===== config.mk =====
export PLATFORM = sky130hd
export DESIGN_NAME = bprq_prio_enc
export DESIGN_NICKNAME = d
export VERILOG_FILES = /design/src/hdl/bprq_pkg.sv /design/src/hdl/bprq_prio_enc.sv
export SDC_FILE = /design/constraint.sdc
export NUM_CORES = 1
export LEC_CHECK = 0
export ABC_CLOCK_PERIOD_IN_PS = 1590
export BUFFER_PORTS_ARGS = -buffer_cell sky130_fd_sc_hd__buf_2
export CAP_MARGIN = 20
export CORE_AREA = 3 3 40 42
export DETAILED_ROUTE_END_ITERATION = 10
export DIE_AREA = 0 0 43 45
export PLACE_DENSITY = 0.73
export SLEW_MARGIN = 25
export SYNTH_ARGS = -nofsm -noshare
export SYNTH_HDL_FRONTEND = slang
export SYNTH_SLANG_ARGS = --single-unit

===== constraint.sdc =====
create_clock -name vclk -period 1.59
set_clock_uncertainty 0.05 [all_clocks]
set_input_delay 0.318 -clock vclk [all_inputs]
set_output_delay 0.318 -clock vclk [all_outputs]
set_load 0.1 [all_outputs]

===== src/hdl/bprq_pkg.sv =====
// ----------------------------------------------------------------------------
// bprq_pkg - shared definitions of the bitmap priority ready queue
// Group geometry of the ready bitmap, parameter defaults and sequencer states.
// ----------------------------------------------------------------------------
package bprq_pkg;

   // levels per bitmap word and the shift that picks the word
   localparam int GROUP_BITS  = 32;
   localparam int GROUP_SHIFT = 5;
   // width of a group number as it sits in the upper bits of a level
   localparam int GROUP_NUM_W = 3;

   localparam int TASK_ID_W   = 6;
   localparam int LEVEL_W     = 8;

   localparam int DEF_NUM_TASKS  = 64;
   localparam int DEF_NUM_LEVELS = 256;

   typedef enum logic [6:0] {
      ST_IDLE    = 7'b0000001,
      ST_ENQ     = 7'b0000010,
      ST_ENQ_WR  = 7'b0000100,
      ST_DEQ_GRP = 7'b0001000,
      ST_DEQ_LVL = 7'b0010000,
      ST_DEQ_CMP = 7'b0100000,
      ST_DEQ_WR  = 7'b1000000
   } state_type;

   typedef enum logic {
      OP_ENQUEUE = 1'b0,
      OP_DEQUEUE = 1'b1
   } op_type;

endpackage


===== src/hdl/bprq_prio_enc.sv =====
// ----------------------------------------------------------------------------
// bprq_prio_enc - highest-set-bit encoder of one bitmap word
// Shared by the group search and the level search; zero input gives zero.
// ----------------------------------------------------------------------------
module bprq_prio_enc (
   input  logic [bprq_pkg::GROUP_BITS-1:0]  word_in,
   output logic [bprq_pkg::GROUP_SHIFT-1:0] top_idx
);

   always_comb begin
      top_idx = '0;
      for (int i = 0; i < bprq_pkg::GROUP_BITS; i++) begin
         if (word_in[i]) begin
            top_idx = bprq_pkg::GROUP_SHIFT'(i);
         end
      end
   end

endmodule


### Yosys cells after proc, flatten, opt, wreduce, memory -nomap -nowiden

Index checks and enable logic that the tools add are counted.

| operators by class | value |
|---|---|
| multiplexer cells | 31 |

Operators with widths:

| kind | count |
|---|---|
| two-way mux 5 bit | 30 |
| two-way mux 1 bit | 1 |

| storage, ports and cells | value |
|---|---|
| flip-flop bits (word level) | 0 |
| input port bits | 32 |
| output and inout port bits | 5 |
| word-level logic and storage cells | 31 |

### Longest topological paths before layout

| depth | value |
|---|---|
| depth after elaboration | 31 |
| mapped depth | 4 |

### Worst setup path after synthesis

OpenSTA, ideal clock, no wires.

| path | value |
|---|---|
| kind | in2out |
| start point | input port word_in[24] in the netlist's numbering |
| end point | output port top_idx[1] in the netlist's numbering |
| arrival | 2.877 ns |
| data required time | 1.222 ns |
| slack | -1.655 ns |
| stages | 3 |
| path through | nor4_1 o311ai_0 o21ai_0 |

| on the way | value |
|---|---|
| word-level cells in the longest chain between the ends | 8 |

Ends and longest elaborated chain:

| what | line | RTL |
|---|---|---|
| start, declared | bprq_prio_enc.sv:6 | `input logic [bprq_pkg::GROUP_BITS-1:0] word_in,` |
| two-way mux 5 bit (8 in a row) | bprq_prio_enc.sv:13 | `if (word_in[i]) begin` |
| end, declared | bprq_prio_enc.sv:7 | `output logic [bprq_pkg::GROUP_SHIFT-1:0] top_idx` |

No other way between the ends.

### Worst setup path after layout

| path | value |
|---|---|
| start point | input port word_in[16] in the netlist's numbering |
| end point | output port top_idx[0] in the netlist's numbering |

| on the way | value |
|---|---|
| word-level cells in the longest chain between the ends | 16 |

Ends and longest elaborated chain:

| what | line |
|---|---|
| two-way mux 5 bit (16 in a row) | bprq_prio_enc.sv:13 |

No other way between the ends.

==> impl_results.md <==
- Crit. End Element: primary output
- Top Ports: 37
- Setup Buffers After CTS: 0
- Hold_ws: 1.10 ns
- Simple-Gate Fraction of Synth Area: 0.525
- PD cells: 247 mW/mm²
- GP Congestion: 0.821
- Die ar.: 0.00194 mm²
- Final nets: 149
- Final Max Slew Viols: 0
- Ant. Diodes: 0
- Cell count after synthesis: 60
- Starting Density: 0.275
- GRT Total Usage: 0.210
- Post-Route WL: 1960 µm
- Compound-Gate Fraction of Synth Area: 0.422
- Routed len/inst: 15.0 µm
- XOR/XNOR Fraction of Synth Area: 0
- Die Ht: 45 µm
- WHS Endpoint: top_idx[2]
- Hold Crit Start: word_in[27]
- Post-synthesis adder-cell area fraction: 0
- Core area: 0.00128 mm²
- Vias in the first global route: 795
- HP Class: in -> out
- Max-slew headroom: 0.661
- Worst IR Drop VDD: 0.000181 V
- Most common cell after layout, fill and taps aside: buf_2
- Hold path depth: 5
- Largest net degree at the start of global routing: 6
- Clock buffer count: 0
- Share of cells above drive strength 1: 0.635
- DR WL met2: 1110 µm
- Vias: 738
- Peak Freq: 0.512 GHz
- Grt total ovfl: 0
- FF+latch area: 0 µm²
- IO buf count: 36
- WP data arrival: 1.59 ns
- Mux cell area share after synthesis: 0
- Slowest cell on the critical path: or3_4
- Mapped Nets: 92
- Initial antenna violation count: 0
- Endpoints failing setup: 5
- Syn-to-layout area delta: 170%
- Netlist cell types: 26
- Outcome: complete, but fails checks
- Hold Buf Count CTS: 0
- Failing checks: negative setup slack
- Commonest non-fill, non-tap cells in the layout: 24 x buf_2, 19 x buf_4, 14 x nor2_1
- Synth warnings: 0
- DR top layer: met4
- Worst setup margin: -0.363 ns
- Post-DR vias/cell: 5.68
- Initial DRC count: 11
- Detail Route Antenna Nets: 0
- Mapped cell area: 353 µm²
- Wire length on met3: 90 µm
- Synth area leader: nor2_1
- Critical-path maximum fanout: 2
- CP Cell Sequence: buf_6, or3_4, a221oi_2, o21ai_2, a221oi_4, buf_12
- Area contributors post-synth: nor2_1 15%, nor4_1 7.1%, inv_1 5.3%, a221oi_1 5.0%, o311ai_0 5.0%
- Avg Cell Area, Syn: 5.88 µm²
- Crit path time final: 1.95 ns
- Seq/Total Area, Yosys: 0
- Main combinational cell family by area after synthesis: simple AND/OR/NAND/NOR gates
- Max Cap Violations: 0
- Die W: 43 µm
- RSZ-0062 raised after global routing: yes
- Period utilization: 1.23
- Final hold violation count: 0
- DRC viols: 0
- Worst path required time: 1.22 ns
- Initial DRT Pass Iterations: 4
- Leak: 0.425 nW
- Critical path class: in -> out
- Seq cells: 0
- Std-Cell Rows: 13
- CP max stage delay: 0.37 ns
- First-pass GRT wire length: 3150 µm
- Detailed Place HPWL: 1440 µm
- Share of the synthesized area in the top cell type: 0.149
- Slew @ Worst Pin: 0.504 ns
- Fin util: 0.741
- Worst setup SP type: input pin
- Fillers: 89
- DRT met1 WL: 673 µm
[cell families after synthesis]
group	count (synthesis)
compound gates	20
buf+inv	5
simple gates	35
[how the worst max path moves through the flow]
stage                           start  slack, ns  cells past startpoint    endpoint
after floorplan           word_in[12]      -0.67                      4  top_idx[0]
after global routing      word_in[15]      -0.39                      6  top_idx[2]
after detailed placement  word_in[12]      -0.50                      6  top_idx[0]
final                     word_in[16]      -0.36                      6  top_idx[0]
after CTS                 word_in[10]      -0.39                      6  top_idx[2]
after global placement    word_in[12]      -0.43                      6  top_idx[0]
[report_power, final]
part / switching [mW] / internal [mW]
logic: 0.122 / 0.113
registers: 0 / 0
clock network: 0 / 0
[layer usage]
metal	vias up	GRT usage
met5	-	0
met1	346	0.195
met2	37	0.458
met4	0	0.0904
met3	10	0.0120
li1	345	-
[final cells by class]
cell class	count	area (µm²)	share of cell area
inverters	5	18.8	0.0197
well taps	15	18.8	0.0197
multi-input cells	55	473	0.497
repair buffers	55	442	0.464
[synthesized netlist by cell type]
master    number
nand2b_1       2
or4_1          2
a221oi_1       2
o21bai_1       2
o21ai_0        3
inv_1          5
a21boi_0       1
o31ai_1        1
or3_1          2
o311ai_0       2
a31oi_1        1
a21oi_1        3
o21ai_1        1
nor3_1         3
and4b_1        1
nand3_1        1
a221oi_2       1
o211ai_1       1
o211ai_2       1
nor2_1        14
nor2b_1        2
nor4_1         4
a21boi_1       1
or4_4          1
nand2_1        2
and3_1         1
[worst max-delay path, delay by kind of cell]
| kind | cells | cell delay, ns |
|---|---|---|
| compound gates | 3 | 0.58 |
| buf+inv | 2 | 0.30 |
| simple gates | 1 | 0.37 |
[through the flow]
step / power [mW] / TNS (ns) / worst slack [ns] / instances / area (µm²)
finish: 0.235 / -1.38 / -0.363 / 130 / 952
global route: 0.250 / -1.55 / -0.392 / 130 / 952
CTS: 0.224 / -1.34 / -0.386 / 130 / 928
detailed placement: 0.200 / -1.81 / -0.496 / 130 / 818
global placement: 0.194 / -1.65 / -0.431 / 130 / 818
floorplan: 0.0795 / -1.66 / -0.667 / 60 / 417
[what timing repair did]
action                     in CTS  in global routing
gates cloned                    0                  0
pin swaps                      10                  5
resized for setup              21                  3
setup endpoints to repair       5                  5
Power figures use the tool's default switching activity.
